[src/rtl/thc_pkg.sv]
// ----------------------------------------------------------------------------
// thc_pkg
// Shared types, constants and helper functions for the texture header
// checker and mip-chain size calculator.
// ----------------------------------------------------------------------------
package thc_pkg;

    // Header identifier and byte-order constants.
    localparam logic [63:0] MAGIC_FIRST    = 64'hAB4B_5458_2031_31BB;
    localparam logic [31:0] MAGIC_LAST     = 32'h0D0A_1A0A;
    localparam logic [31:0] BYTE_ORDER     = 32'h0403_0201;

    // Graphics format codes.
    localparam logic [31:0] FMT_COMPRESSED = 32'h0000_0000;
    localparam logic [31:0] FMT_RGB        = 32'h0000_1907;
    localparam logic [31:0] FMT_RGBA       = 32'h0000_1908;
    localparam logic [31:0] FMT_BGRA       = 32'h0000_80E1;

    // Internal format codes for compressed data.
    localparam logic [31:0] IFMT_ETC1      = 32'h0000_8D64;
    localparam logic [31:0] IFMT_ETC2      = 32'h0000_9274;
    localparam logic [31:0] IFMT_ETC2_EAC  = 32'h0000_9278;
    localparam logic [31:0] IFMT_ETC2_A1   = 32'h0000_9276;
    localparam logic [31:0] IFMT_PVR_RGB2  = 32'h0000_8C01;
    localparam logic [31:0] IFMT_PVR_RGB4  = 32'h0000_8C00;
    localparam logic [31:0] IFMT_PVR_RGBA2 = 32'h0000_8C03;
    localparam logic [31:0] IFMT_PVR_RGBA4 = 32'h0000_8C02;

    // Sizes and limits.
    localparam logic [31:0] HDR_BYTES      = 32'd64;
    localparam logic [31:0] MIN_FILE_BYTES = 32'd128;
    localparam int          LVL_W          = 6;
    localparam logic [LVL_W-1:0] SETTLE_LEVELS = LVL_W'(34);

    // Pixel kinds as reported on the result channel.
    typedef enum logic [3:0] {
        PK_RGB       = 4'd0,
        PK_RGBA      = 4'd1,
        PK_BGRA      = 4'd2,
        PK_ETC1      = 4'd3,
        PK_ETC2      = 4'd4,
        PK_ETC2_EAC  = 4'd5,
        PK_ETC2_A1   = 4'd6,
        PK_PVR_RGB2  = 4'd7,
        PK_PVR_RGB4  = 4'd8,
        PK_PVR_RGBA2 = 4'd9,
        PK_PVR_RGBA4 = 4'd10
    } pix_kind_t;

    // Result of the format lookup.
    typedef struct packed {
        logic      hit;
        pix_kind_t kind;
    } kind_sel_t;

    // Sequencer states.
    typedef enum logic [2:0] {
        ST_IDLE,
        ST_RUN,
        ST_EXTRA,
        ST_ADD,
        ST_FIT
    } thc_state_t;

    // Map the format and internal format codes to a pixel kind.
    function automatic kind_sel_t kind_of(input logic [31:0] fmt, input logic [31:0] ifmt);
        kind_sel_t sel;
        sel.hit  = 1'b1;
        sel.kind = PK_RGB;
        case (fmt)
            FMT_RGB:  sel.kind = PK_RGB;
            FMT_RGBA: sel.kind = PK_RGBA;
            FMT_BGRA: sel.kind = PK_BGRA;
            FMT_COMPRESSED:
            begin
                case (ifmt)
                    IFMT_ETC1:      sel.kind = PK_ETC1;
                    IFMT_ETC2:      sel.kind = PK_ETC2;
                    IFMT_ETC2_EAC:  sel.kind = PK_ETC2_EAC;
                    IFMT_ETC2_A1:   sel.kind = PK_ETC2_A1;
                    IFMT_PVR_RGB2:  sel.kind = PK_PVR_RGB2;
                    IFMT_PVR_RGB4:  sel.kind = PK_PVR_RGB4;
                    IFMT_PVR_RGBA2: sel.kind = PK_PVR_RGBA2;
                    IFMT_PVR_RGBA4: sel.kind = PK_PVR_RGBA4;
                    default:        sel.hit  = 1'b0;
                endcase
            end
            default: sel.hit = 1'b0;
        endcase
        return sel;
    endfunction

    // Multiplier operand for one dimension of a level.
    function automatic logic [31:0] dim_operand(input pix_kind_t kind, input logic [31:0] d,
                                                input logic is_width);
        logic [31:0] res;
        logic [31:0] d3;
        d3 = d + 32'd3;
        case (kind)
            PK_RGB, PK_RGBA, PK_BGRA:
                res = d;
            PK_PVR_RGB2, PK_PVR_RGBA2:
                res = is_width ? ((d > 32'd16) ? d : 32'd16) : ((d > 32'd8) ? d : 32'd8);
            PK_PVR_RGB4, PK_PVR_RGBA4:
                res = (d > 32'd8) ? d : 32'd8;
            default:
                res = {2'b00, d3[31:2]};
        endcase
        return res;
    endfunction

    // Turn the registered area product into the byte size of one level.
    function automatic logic [31:0] level_scale(input pix_kind_t kind, input logic [31:0] p);
        logic [31:0] res;
        logic [31:0] t;
        t = 32'd0;
        case (kind)
            PK_RGB:
                res = p + {p[30:0], 1'b0};
            PK_RGBA, PK_BGRA:
                res = {p[29:0], 2'b00};
            PK_PVR_RGB2, PK_PVR_RGBA2:
            begin
                t   = {p[30:0], 1'b0} + 32'd7;
                res = {3'b000, t[31:3]};
            end
            PK_PVR_RGB4, PK_PVR_RGBA4:
            begin
                t   = {p[29:0], 2'b00} + 32'd7;
                res = {3'b000, t[31:3]};
            end
            PK_ETC2_EAC:
                res = {p[27:0], 4'b0000};
            default:
                res = {p[28:0], 3'b000};
        endcase
        return res;
    endfunction

    // Byte size of a 1x1 level for each kind.
    function automatic logic [31:0] unit_bytes(input pix_kind_t kind);
        logic [31:0] res;
        case (kind)
            PK_RGB:                    res = 32'd3;
            PK_RGBA, PK_BGRA:          res = 32'd4;
            PK_PVR_RGB2, PK_PVR_RGBA2,
            PK_PVR_RGB4, PK_PVR_RGBA4: res = 32'd32;
            PK_ETC2_EAC:               res = 32'd16;
            default:                   res = 32'd8;
        endcase
        return res;
    endfunction

endpackage

[src/rtl/thc_hdr_if.sv]
// ----------------------------------------------------------------------------
// thc_hdr_if
// Valid/ready channel that carries one decoded texture header per beat.
// ----------------------------------------------------------------------------
interface thc_hdr_if;
    logic        valid;
    logic        ready;
    logic [63:0] magic_first;
    logic [31:0] magic_last;
    logic [31:0] byte_order_word;
    logic [31:0] format_code;
    logic [31:0] internal_format_code;
    logic [31:0] image_width;
    logic [31:0] image_height;
    logic [31:0] face_total;
    logic [31:0] level_total;
    logic [31:0] key_value_bytes;
    logic [31:0] file_bytes;

    modport source (
        output valid, magic_first, magic_last, byte_order_word, format_code,
               internal_format_code, image_width, image_height, face_total,
               level_total, key_value_bytes, file_bytes,
        input  ready
    );

    modport sink (
        input  valid, magic_first, magic_last, byte_order_word, format_code,
               internal_format_code, image_width, image_height, face_total,
               level_total, key_value_bytes, file_bytes,
        output ready
    );
endinterface

[src/rtl/thc_res_if.sv]
// ----------------------------------------------------------------------------
// thc_res_if
// Valid/ready channel that carries one header check result per beat.
// ----------------------------------------------------------------------------
interface thc_res_if;
    logic        valid;
    logic        ready;
    logic        accepted;
    logic [3:0]  pixel_kind;
    logic [31:0] payload_bytes;
    logic [32:0] payload_offset;
    logic [31:0] out_width;
    logic [31:0] out_height;
    logic [31:0] out_levels;

    modport source (
        output valid, accepted, pixel_kind, payload_bytes, payload_offset,
               out_width, out_height, out_levels,
        input  ready
    );

    modport sink (
        input  valid, accepted, pixel_kind, payload_bytes, payload_offset,
               out_width, out_height, out_levels,
        output ready
    );
endinterface

[src/rtl/texture_header_check_and_mip_size.sv]
// ----------------------------------------------------------------------------
// texture_header_check_and_mip_size
// Checks one decoded texture header and sums the byte size of its mip chain
// with a single shared 32x32 multiplier under a small sequencer.
// ----------------------------------------------------------------------------
//
//   Channel  Direction  Beat contents
//   -------  ---------  ------------------------------------------------------
//   hdr      in         identifier, byte order, formats, size, faces, levels,
//                       key-value bytes, file bytes
//   res      out        accepted, pixel kind, payload bytes and offset,
//                       width, height, levels
//
// A header that passes the checks runs through the level loop (ST_RUN), the
// pass for the levels beyond 34 (ST_EXTRA), the final add (ST_ADD) and the
// fit test (ST_FIT) before it reaches the output register. The level loop
// makes one multiplier pass per mip level, for up to 34 levels, and
// accumulates the last product after the last pass. A header that fails a
// check goes straight to the fit test. hdr.ready is high only while the
// sequencer is idle, so a new header is taken only once the previous one has
// been loaded into the output register.
// A finished result waits in the output register, so the next header can
// enter meanwhile; its fit test holds until that register is free.
// Reset (rst_n low, asynchronous) clears the sequencer and the output valid.
//
module texture_header_check_and_mip_size
    import thc_pkg::*;
(
    input  logic      clk,
    input  logic      rst_n,
    thc_hdr_if.sink   hdr,
    thc_res_if.source res
);

    // Control state.
    thc_state_t       state_reg, state_next;
    logic             ok_reg, ok_next;
    logic [LVL_W-1:0] n_reg, n_next;
    logic [LVL_W-1:0] cnt_reg, cnt_next;
    logic             pend_reg, pend_next;
    logic             res_valid_reg, res_valid_next;

    // Working payload.
    pix_kind_t        kind_reg, kind_next;
    logic [31:0]      w_reg, w_next;
    logic [31:0]      h_reg, h_next;
    logic [31:0]      width_reg, width_next;
    logic [31:0]      height_reg, height_next;
    logic [31:0]      levels_reg, levels_next;
    logic [31:0]      kv_reg, kv_next;
    logic [31:0]      fsize_reg, fsize_next;
    logic [31:0]      prod_reg, prod_next;
    logic [31:0]      sum_reg, sum_next;

    // Result payload.
    logic             r_acc_reg, r_acc_next;
    logic [3:0]       r_kind_reg, r_kind_next;
    logic [31:0]      r_bytes_reg, r_bytes_next;
    logic [32:0]      r_off_reg, r_off_next;
    logic [31:0]      r_w_reg, r_w_next;
    logic [31:0]      r_h_reg, r_h_next;
    logic [31:0]      r_lv_reg, r_lv_next;

    // Shared multiplier and helpers.
    logic [31:0]      mul_a, mul_b, mul_low;
    kind_sel_t        sel;
    logic             hdr_ok;
    logic             hdr_fire;
    logic [33:0]      fit_total;
    logic             fits;
    logic [32:0]      offset;

    assign hdr.ready = (state_reg == ST_IDLE);
    assign hdr_fire  = hdr.valid & hdr.ready;

    // Header checks on the incoming beat.
    assign sel    = kind_of(hdr.format_code, hdr.internal_format_code);
    assign hdr_ok = (hdr.file_bytes >= MIN_FILE_BYTES)
                  && (hdr.magic_first == MAGIC_FIRST)
                  && (hdr.magic_last == MAGIC_LAST)
                  && (hdr.byte_order_word == BYTE_ORDER)
                  && (hdr.face_total == 32'd1)
                  && sel.hit
                  && (hdr.level_total != 32'd0);

    // Multiplier operands: the level dimensions inside the loop, the tail
    // level count and the 1x1 size in the tail pass.
    always_comb
    begin
        mul_a = dim_operand(kind_reg, w_reg, 1'b1);
        mul_b = dim_operand(kind_reg, h_reg, 1'b0);
        if (state_reg == ST_EXTRA)
        begin
            mul_a = (levels_reg > 32'(SETTLE_LEVELS))
                  ? levels_reg - 32'(SETTLE_LEVELS) : 32'd0;
            mul_b = unit_bytes(kind_reg);
        end
    end

    // Shared multiplier; only the low word is ever needed.
    assign mul_low = 32'(mul_a * mul_b);

    // Fit test and data offset, computed without wrap.
    assign offset    = {1'b0, HDR_BYTES} + {1'b0, kv_reg};
    assign fit_total = {1'b0, offset} + {2'b00, sum_reg};
    assign fits      = (fit_total <= {2'b00, fsize_reg});

    // Next state, datapath and output register control.
    always_comb
    begin
        state_next     = state_reg;
        ok_next        = ok_reg;
        n_next         = n_reg;
        cnt_next       = cnt_reg;
        pend_next      = pend_reg;
        res_valid_next = res_valid_reg;
        kind_next      = kind_reg;
        w_next         = w_reg;
        h_next         = h_reg;
        width_next     = width_reg;
        height_next    = height_reg;
        levels_next    = levels_reg;
        kv_next        = kv_reg;
        fsize_next     = fsize_reg;
        prod_next      = prod_reg;
        sum_next       = sum_reg;
        r_acc_next     = r_acc_reg;
        r_kind_next    = r_kind_reg;
        r_bytes_next   = r_bytes_reg;
        r_off_next     = r_off_reg;
        r_w_next       = r_w_reg;
        r_h_next       = r_h_reg;
        r_lv_next      = r_lv_reg;

        // The result beat leaves when the sink takes it.
        if (res_valid_reg && res.ready)
        begin
            res_valid_next = 1'b0;
        end

        case (state_reg)
            ST_IDLE:
            begin
                if (hdr_fire)
                begin
                    ok_next     = hdr_ok;
                    kind_next   = sel.kind;
                    w_next      = hdr.image_width;
                    h_next      = hdr.image_height;
                    width_next  = hdr.image_width;
                    height_next = hdr.image_height;
                    levels_next = hdr.level_total;
                    kv_next     = hdr.key_value_bytes;
                    fsize_next  = hdr.file_bytes;
                    n_next      = (hdr.level_total < 32'(SETTLE_LEVELS))
                                ? hdr.level_total[LVL_W-1:0] : SETTLE_LEVELS;
                    cnt_next    = '0;
                    pend_next   = 1'b0;
                    sum_next    = 32'd0;
                    state_next  = hdr_ok ? ST_RUN : ST_FIT;
                end
            end

            // One level issued to the multiplier per cycle; the previous
            // product is scaled and accumulated in the same cycle.
            ST_RUN:
            begin
                if (pend_reg)
                begin
                    sum_next = sum_reg + level_scale(kind_reg, prod_reg);
                end
                if (cnt_reg != n_reg)
                begin
                    prod_next = mul_low;
                    pend_next = 1'b1;
                    cnt_next  = cnt_reg + LVL_W'(1);
                    w_next    = (w_reg > 32'd1) ? {1'b0, w_reg[31:1]} : 32'd1;
                    h_next    = (h_reg > 32'd1) ? {1'b0, h_reg[31:1]} : 32'd1;
                end
                else
                begin
                    pend_next  = 1'b0;
                    state_next = ST_EXTRA;
                end
            end

            // Levels past the settle point all have the 1x1 size.
            ST_EXTRA:
            begin
                prod_next  = mul_low;
                state_next = ST_ADD;
            end

            // Add the tail levels and the 4-byte size word of each level.
            ST_ADD:
            begin
                sum_next   = sum_reg + prod_reg + {levels_reg[29:0], 2'b00};
                state_next = ST_FIT;
            end

            // Load the output register once it is free.
            ST_FIT:
            begin
                if (!res_valid_reg || res.ready)
                begin
                    res_valid_next = 1'b1;
                    if (ok_reg && fits)
                    begin
                        r_acc_next   = 1'b1;
                        r_kind_next  = kind_reg;
                        r_bytes_next = sum_reg;
                        r_off_next   = offset;
                        r_w_next     = width_reg;
                        r_h_next     = height_reg;
                        r_lv_next    = levels_reg;
                    end
                    else
                    begin
                        r_acc_next   = 1'b0;
                        r_kind_next  = 4'd0;
                        r_bytes_next = 32'd0;
                        r_off_next   = 33'd0;
                        r_w_next     = 32'd0;
                        r_h_next     = 32'd0;
                        r_lv_next    = 32'd0;
                    end
                    state_next = ST_IDLE;
                end
            end

            default:
            begin
                state_next = ST_IDLE;
            end
        endcase
    end

    // Control registers.
    always_ff @(posedge clk or negedge rst_n)
    begin
        if (!rst_n)
        begin
            state_reg     <= ST_IDLE;
            ok_reg        <= 1'b0;
            n_reg         <= '0;
            cnt_reg       <= '0;
            pend_reg      <= 1'b0;
            res_valid_reg <= 1'b0;
        end
        else
        begin
            state_reg     <= state_next;
            ok_reg        <= ok_next;
            n_reg         <= n_next;
            cnt_reg       <= cnt_next;
            pend_reg      <= pend_next;
            res_valid_reg <= res_valid_next;
        end
    end

    // Payload registers.
    always_ff @(posedge clk)
    begin
        kind_reg    <= kind_next;
        w_reg       <= w_next;
        h_reg       <= h_next;
        width_reg   <= width_next;
        height_reg  <= height_next;
        levels_reg  <= levels_next;
        kv_reg      <= kv_next;
        fsize_reg   <= fsize_next;
        prod_reg    <= prod_next;
        sum_reg     <= sum_next;
        r_acc_reg   <= r_acc_next;
        r_kind_reg  <= r_kind_next;
        r_bytes_reg <= r_bytes_next;
        r_off_reg   <= r_off_next;
        r_w_reg     <= r_w_next;
        r_h_reg     <= r_h_next;
        r_lv_reg    <= r_lv_next;
    end

    // Result channel.
    assign res.valid          = res_valid_reg;
    assign res.accepted       = r_acc_reg;
    assign res.pixel_kind     = r_kind_reg;
    assign res.payload_bytes  = r_bytes_reg;
    assign res.payload_offset = r_off_reg;
    assign res.out_width      = r_w_reg;
    assign res.out_height     = r_h_reg;
    assign res.out_levels     = r_lv_reg;

`ifndef SYNTHESIS
    // The level counter never runs past the level limit.
    a_cnt_bound: assert property (@(posedge clk) disable iff (!rst_n)
        (state_reg == ST_RUN) |-> (cnt_reg <= n_reg))
        else $error("level counter passed its limit");

    // Only headers that passed the checks enter the level loop.
    a_run_ok: assert property (@(posedge clk) disable iff (!rst_n)
        (state_reg == ST_RUN) |-> (ok_reg && (n_reg != '0)))
        else $error("level loop entered for a rejected header");

    // A header beat always starts the sequencer.
    a_start: assert property (@(posedge clk) disable iff (!rst_n)
        (hdr.valid && hdr.ready) |=> (state_reg != ST_IDLE))
        else $error("header beat did not start the sequencer");

    // A rejected result carries only zero fields.
    a_reject_zero: assert property (@(posedge clk) disable iff (!rst_n)
        (res_valid_reg && !r_acc_reg) |-> ((r_kind_reg == 4'd0) && (r_bytes_reg == 32'd0)
            && (r_off_reg == 33'd0) && (r_w_reg == 32'd0) && (r_h_reg == 32'd0)
            && (r_lv_reg == 32'd0)))
        else $error("rejected result carries nonzero fields");

    // A product is pending only inside the level loop.
    a_pend: assert property (@(posedge clk) disable iff (!rst_n)
        pend_reg |-> (state_reg == ST_RUN) || (state_reg == ST_EXTRA))
        else $error("level product pending outside the loop");
`endif

endmodule

[src/flat_wrapper.sv]
// flat-port wrapper written by rule: the top's interface ports become plain ports
module texture_header_check_and_mip_size_flat import thc_pkg::*;
  (clk, rst_n, hdr_valid, hdr_magic_first, hdr_magic_last, hdr_byte_order_word, hdr_format_code, hdr_internal_format_code, hdr_image_width, hdr_image_height, hdr_face_total, hdr_level_total, hdr_key_value_bytes, hdr_file_bytes, hdr_ready, res_valid, res_accepted, res_pixel_kind, res_payload_bytes, res_payload_offset, res_out_width, res_out_height, res_out_levels, res_ready);
  thc_hdr_if hdr_i ();
  thc_res_if res_i ();
  input  logic clk;
  input  logic rst_n;
  input wire logic [$bits(hdr_i.valid)-1:0] hdr_valid;
  input wire logic [$bits(hdr_i.magic_first)-1:0] hdr_magic_first;
  input wire logic [$bits(hdr_i.magic_last)-1:0] hdr_magic_last;
  input wire logic [$bits(hdr_i.byte_order_word)-1:0] hdr_byte_order_word;
  input wire logic [$bits(hdr_i.format_code)-1:0] hdr_format_code;
  input wire logic [$bits(hdr_i.internal_format_code)-1:0] hdr_internal_format_code;
  input wire logic [$bits(hdr_i.image_width)-1:0] hdr_image_width;
  input wire logic [$bits(hdr_i.image_height)-1:0] hdr_image_height;
  input wire logic [$bits(hdr_i.face_total)-1:0] hdr_face_total;
  input wire logic [$bits(hdr_i.level_total)-1:0] hdr_level_total;
  input wire logic [$bits(hdr_i.key_value_bytes)-1:0] hdr_key_value_bytes;
  input wire logic [$bits(hdr_i.file_bytes)-1:0] hdr_file_bytes;
  output wire logic [$bits(hdr_i.ready)-1:0] hdr_ready;
  output wire logic [$bits(res_i.valid)-1:0] res_valid;
  output wire logic [$bits(res_i.accepted)-1:0] res_accepted;
  output wire logic [$bits(res_i.pixel_kind)-1:0] res_pixel_kind;
  output wire logic [$bits(res_i.payload_bytes)-1:0] res_payload_bytes;
  output wire logic [$bits(res_i.payload_offset)-1:0] res_payload_offset;
  output wire logic [$bits(res_i.out_width)-1:0] res_out_width;
  output wire logic [$bits(res_i.out_height)-1:0] res_out_height;
  output wire logic [$bits(res_i.out_levels)-1:0] res_out_levels;
  input wire logic [$bits(res_i.ready)-1:0] res_ready;
  assign hdr_i.valid = hdr_valid;
  assign hdr_i.magic_first = hdr_magic_first;
  assign hdr_i.magic_last = hdr_magic_last;
  assign hdr_i.byte_order_word = hdr_byte_order_word;
  assign hdr_i.format_code = hdr_format_code;
  assign hdr_i.internal_format_code = hdr_internal_format_code;
  assign hdr_i.image_width = hdr_image_width;
  assign hdr_i.image_height = hdr_image_height;
  assign hdr_i.face_total = hdr_face_total;
  assign hdr_i.level_total = hdr_level_total;
  assign hdr_i.key_value_bytes = hdr_key_value_bytes;
  assign hdr_i.file_bytes = hdr_file_bytes;
  assign hdr_ready = hdr_i.ready;
  assign res_valid = res_i.valid;
  assign res_accepted = res_i.accepted;
  assign res_pixel_kind = res_i.pixel_kind;
  assign res_payload_bytes = res_i.payload_bytes;
  assign res_payload_offset = res_i.payload_offset;
  assign res_out_width = res_i.out_width;
  assign res_out_height = res_i.out_height;
  assign res_out_levels = res_i.out_levels;
  assign res_i.ready = res_ready;
  texture_header_check_and_mip_size u_core (.clk(clk), .rst_n(rst_n), .hdr(hdr_i), .res(res_i));
endmodule
[config.mk]
export PLATFORM = sky130hd
export DESIGN_NAME = texture_header_check_and_mip_size_flat
export DESIGN_NICKNAME = d
export VERILOG_FILES = /design/src/rtl/thc_pkg.sv /design/src/rtl/thc_hdr_if.sv /design/src/rtl/thc_res_if.sv /design/src/rtl/texture_header_check_and_mip_size.sv /design/src/flat_wrapper.sv
export SDC_FILE = /design/constraint.sdc
export NUM_CORES = 2
export LEC_CHECK = 0
export ABC_CLOCK_PERIOD_IN_PS = 27800
export BUFFER_PORTS_ARGS = -buffer_cell sky130_fd_sc_hd__buf_2
export CORE_MARGIN = 4
export CORE_UTILIZATION = 55
export DETAILED_ROUTE_END_ITERATION = 16
export PLACE_DENSITY = 0.87
export RECOVER_POWER = 50
export SYNTH_ARGS = -nofsm -noshare
export SYNTH_HDL_FRONTEND = slang
export SYNTH_SLANG_ARGS = --single-unit
export TNS_END_PERCENT = 5
[constraint.sdc]
create_clock -name clk -period 27.8 [get_ports clk]
set_clock_uncertainty 0.2 [all_clocks]
set_input_delay 1.39 -clock clk [delete_from_list [all_inputs] [get_ports clk]]
set_output_delay 1.39 -clock clk [all_outputs]
set_load 0.1 [all_outputs]
==> qor.txt <==
==================================================================================================
Crit path setup slack, layout                                                             14.23 ns
Initial antenna violation count                                                                 14
Worst-skew pair later-pin latency                                                          0.67 ns
Critical path capture point type                                                              flop
Final-stage net count                                                                        6,335
Number of buffers created by CTS                                                                54
Total Routing Usage GR                                                                       38.5%
Core region area                                                                       0.0826 mm^2
Final number of hold-violating endpoints                                                         0
Final-layout worst hold slack                                                             0.288 ns
Critical Path Most Common Cell                                                        sky130_fd_sc_hd__fa_1
Startpoint Class                                                                              flop
Post-synth EDFFs                                                                               458
CP peak stage delay                                                                        1.65 ns
Largest cells by area after synthesis                                                 sky130_fd_sc_hd__edfxtp_1, sky130_fd_sc_hd__fa_1, sky130_fd_sc_hd__ha_1
Mapped Area                                                                            0.0461 mm^2
TritonCTS clock tree                                                                           yes
Number of setup violations in the final report                                                   0
Vias per cell                                                                                 6.22
Average cell area after synthesis                                                        9.75 um^2
Yosys synthesis warning count                                                                    0
Final HPWL from detailed placement                                                      139,000 um
Clock sink count                                                                               481
Post-Place Worst Slack                                                                    16.33 ns
Final routed DRC violation total                                                                 0
Count of hold buffers inserted by post-cts repair                                                0
Number of pins exceeding their max-slew limit in the final report                              509
Flip-flop and latch count after synthesis                                                      481
Routability congestion estimate                                                               1.08
Slowest cell on the critical path                                                     sky130_fd_sc_hd__clkbuf_1
Starting utilization of the core area                                                        55.8%
Resized Gates After CTS                                                                          0
Synthesized instance count                                                                   4,731
Crit path time final                                                                      13.57 ns
Register area share after synthesis                                                          31.0%
Area overhead of the layout relative to synthesis                                            12.0%
Vias                                                                                        39,500
Most congested layer reported by global routing                                               met2
Global-route wire length before repair                                                  253,000 um
Post-CTS setup buffer count                                                                      0
Clock transition time at the flip-flop clock pins of the worst setup and hold paths        0.07 ns
Global routing usage on met1                                                                 52.5%
Slew HR                                                                                      -257%
Met3 Usage GRT                                                                               9.50%
Top-area cell type share of the netlist area                                                 29.8%
Aggregate negative setup slack                                                                0 ns
Violations in the final reports                                                       max-capacitance violations, max-slew violations
Maximum clock frequency                                                                 0.0737 GHz
Synth area leader                                                                     sky130_fd_sc_hd__edfxtp_1
Crit path required time                                                                   27.95 ns
Area of the die                                                                        0.0886 mm^2
Count of buffers from port buffering                                                           555
Max clock buf depth                                                                              3
Number of flip-flops under the largest register name                                            33
Starting DRT DRC Count                                                                       5,227
Count of maximum capacitance violations                                                          8
Overall die width                                                                           298 um
Routed Antenna Nets                                                                              0
Number of iterations in the first detailed-routing pass                                          8
Synth unique cells                                                                              95
Final routed wire length divided by cell count                                             27.5 um
Clock tree root driver cell                                                           sky130_fd_sc_hd__clkbuf_16
Worst setup path category                                                             flop to flop
Critical path data arrival time                                                           13.72 ns
Synthesized net count                                                                        5,846
RSZ-0062 raised after global routing                                                         false
Number of placed I/O pins                                                                      556
Largest net degree at the start of global routing                                              117
GR Overflow Total                                                                                0
Die outline height                                                                          298 um
Number of global-route vias before repair                                                   38,600
Share of synthesized flip-flops with an asynchronous set or reset                            3.74%
Final Cycle Share                                                                            48.8%
Number of H-tree branching levels                                                                2
Outcome                                                                               complete, but fails checks
Highest fanout seen on the critical path                                                        47
Placement row count                                                                            105
Met2 track utilization from global routing                                                   59.8%
Worst min path class                                                                  flop to flop
Layout cell share with drive strength beyond 1                                               10.2%
Post-Route WL                                                                           174,000 um
Prevailing post-synth register cell                                                   sky130_fd_sc_hd__edfxtp_1
Slew at the pin closest to its max-slew limit                                              5.32 ns
==================================================================================================
worst paths after layout:
kind,from,end,slack [ns],cells past startpoint
max reg2reg,u_core.state_reg[1],u_core.prod_reg[31],14.23,34
max,u_core.state_reg[1],u_core.prod_reg[31],14.23,34
min,u_core.ok_reg,u_core.ok_reg,0.29,2
max in group asynchronous,rst_n,u_core.n_reg[1],25.95,1
min reg2reg,u_core.ok_reg,u_core.ok_reg,0.29,2
min in group asynchronous,rst_n,u_core.res.valid,0.75,1
critical path: cells and delay by family (launching register included):
kind	cells	cell delay (ns)
adders and majority gates	9	4.28
AOI/OAI and AO/OA	10	2.44
buffers and inverters	8	3.71
xor gates and xnor gates	2	0.60
DFF	1	0.32
and+or+nand+nor	5	1.64
cells by family (layout without fill, tap and decap cells):
family	count (synthesis)	count (layout)	share of synthesized area, %
flops	481	481	31.0
other cells	0	7	0
buf+inv	822	1356	6.79
fa+ha+maj	727	727	26.9
simple gates	1429	1429	14.5
mux	67	67	1.60
compound gates	871	871	12.9
xor+xnor	334	334	6.39
placed cells by master, fill, tap and decap left out, types with 18 or more instances in the layout:
| cell type | netlist | final |
|---|---|---|
| sky130_fd_sc_hd__xor2_1 | 97 | 97 |
| sky130_fd_sc_hd__nor2b_1 | 25 | 25 |
| sky130_fd_sc_hd__nor4_1 | 66 | 64 |
| sky130_fd_sc_hd__buf_2 | 18 | 271 |
| sky130_fd_sc_hd__or3_1 | 20 | 20 |
| sky130_fd_sc_hd__dfrtp_1 | 18 | 18 |
| sky130_fd_sc_hd__a31oi_1 | 25 | 24 |
| sky130_fd_sc_hd__o21bai_1 | 36 | 36 |
| sky130_fd_sc_hd__and3_1 | 29 | 29 |
| sky130_fd_sc_hd__nand2_1 | 433 | 432 |
| sky130_fd_sc_hd__nor3_1 | 52 | 50 |
| sky130_fd_sc_hd__buf_4 | 1 | 69 |
| sky130_fd_sc_hd__o21ai_0 | 126 | 120 |
| sky130_fd_sc_hd__a21o_1 | 86 | 86 |
| sky130_fd_sc_hd__ha_1 | 286 | 286 |
| sky130_fd_sc_hd__clkbuf_16 | 0 | 54 |
| sky130_fd_sc_hd__a221oi_1 | 38 | 38 |
| sky130_fd_sc_hd__nand4_1 | 54 | 54 |
| sky130_fd_sc_hd__mux2_2 | 53 | 53 |
| sky130_fd_sc_hd__clkbuf_1 | 162 | 295 |
| sky130_fd_sc_hd__o21a_1 | 26 | 26 |
| sky130_fd_sc_hd__fa_1 | 441 | 441 |
| sky130_fd_sc_hd__a211oi_1 | 20 | 20 |
| sky130_fd_sc_hd__xnor2_1 | 235 | 235 |
| sky130_fd_sc_hd__edfxtp_1 | 458 | 458 |
| sky130_fd_sc_hd__inv_1 | 625 | 624 |
| sky130_fd_sc_hd__a21boi_0 | 171 | 171 |
| sky130_fd_sc_hd__nor4b_1 | 19 | 19 |
| sky130_fd_sc_hd__a21oi_1 | 185 | 182 |
| sky130_fd_sc_hd__nor2_1 | 487 | 487 |
| sky130_fd_sc_hd__and2_1 | 38 | 38 |
| sky130_fd_sc_hd__nand3_1 | 100 | 100 |
| sky130_fd_sc_hd__nand2b_1 | 34 | 34 |
Yosys cell counts (14+ instances only):
| library cell | n |
|---|---|
| sky130_fd_sc_hd__buf_2 | 18 |
| sky130_fd_sc_hd__o221ai_1 | 14 |
| sky130_fd_sc_hd__inv_1 | 625 |
| sky130_fd_sc_hd__or3_1 | 20 |
| sky130_fd_sc_hd__a221oi_1 | 38 |
| sky130_fd_sc_hd__and3_1 | 29 |
| sky130_fd_sc_hd__nand4_1 | 54 |
| sky130_fd_sc_hd__xnor2_1 | 235 |
| sky130_fd_sc_hd__nor2_1 | 487 |
| sky130_fd_sc_hd__a211oi_1 | 20 |
| sky130_fd_sc_hd__mux2_2 | 53 |
| sky130_fd_sc_hd__xor2_1 | 97 |
| sky130_fd_sc_hd__o21ai_0 | 126 |
| sky130_fd_sc_hd__dfrtp_1 | 18 |
| sky130_fd_sc_hd__nor4b_1 | 19 |
| sky130_fd_sc_hd__nor3_1 | 52 |
| sky130_fd_sc_hd__nor4_1 | 66 |
| sky130_fd_sc_hd__clkbuf_1 | 162 |
| sky130_fd_sc_hd__a21o_1 | 86 |
| sky130_fd_sc_hd__fa_1 | 441 |
| sky130_fd_sc_hd__a22oi_1 | 15 |
| sky130_fd_sc_hd__and2_1 | 38 |
| sky130_fd_sc_hd__nor2b_1 | 25 |
| sky130_fd_sc_hd__a21oi_1 | 185 |
| sky130_fd_sc_hd__nand2b_1 | 34 |
| sky130_fd_sc_hd__mux2i_1 | 14 |
| sky130_fd_sc_hd__edfxtp_1 | 458 |
| sky130_fd_sc_hd__o21a_1 | 26 |
| sky130_fd_sc_hd__o21bai_1 | 36 |
| sky130_fd_sc_hd__nand3_1 | 100 |
| sky130_fd_sc_hd__a31oi_1 | 25 |
| sky130_fd_sc_hd__ha_1 | 286 |
| sky130_fd_sc_hd__nand2_1 | 433 |
| sky130_fd_sc_hd__a21boi_0 | 171 |
per-layer routing:
metal	vias to the layer above	share of wire, %	wire length [um]
met5	-	0.024	41
met4	8	5.1	8810
met3	506	12	20900
met2	2637	45	77600
met1	19200	38	66900
li1	17100	-	-
area by class of cell:
cell class	count	area [um^2]
fill	6878	31000
clock inverter	42	532
multi-input combinational	3428	28800
timing repair buffer	630	2960
tap	1070	1340
antenna	7	17.5
clock buffer	59	1370
sequential	481	14300
inverter	625	2350
per-stage QoR:
stage	std cells	instance area (um^2)	util, %
6_report	6342	51700	62.5
2_1_floorplan	4731	46100	-
3_3_place_gp	6234	50200	60.7
3_5_place_dp	6234	50200	60.7
4_1_cts	6335	52100	63.0
5_1_grt	6337	51700	62.5
Power is not shown: default switching activity piles up to over one toggle a cycle in this logic, so the estimate is an artifact.
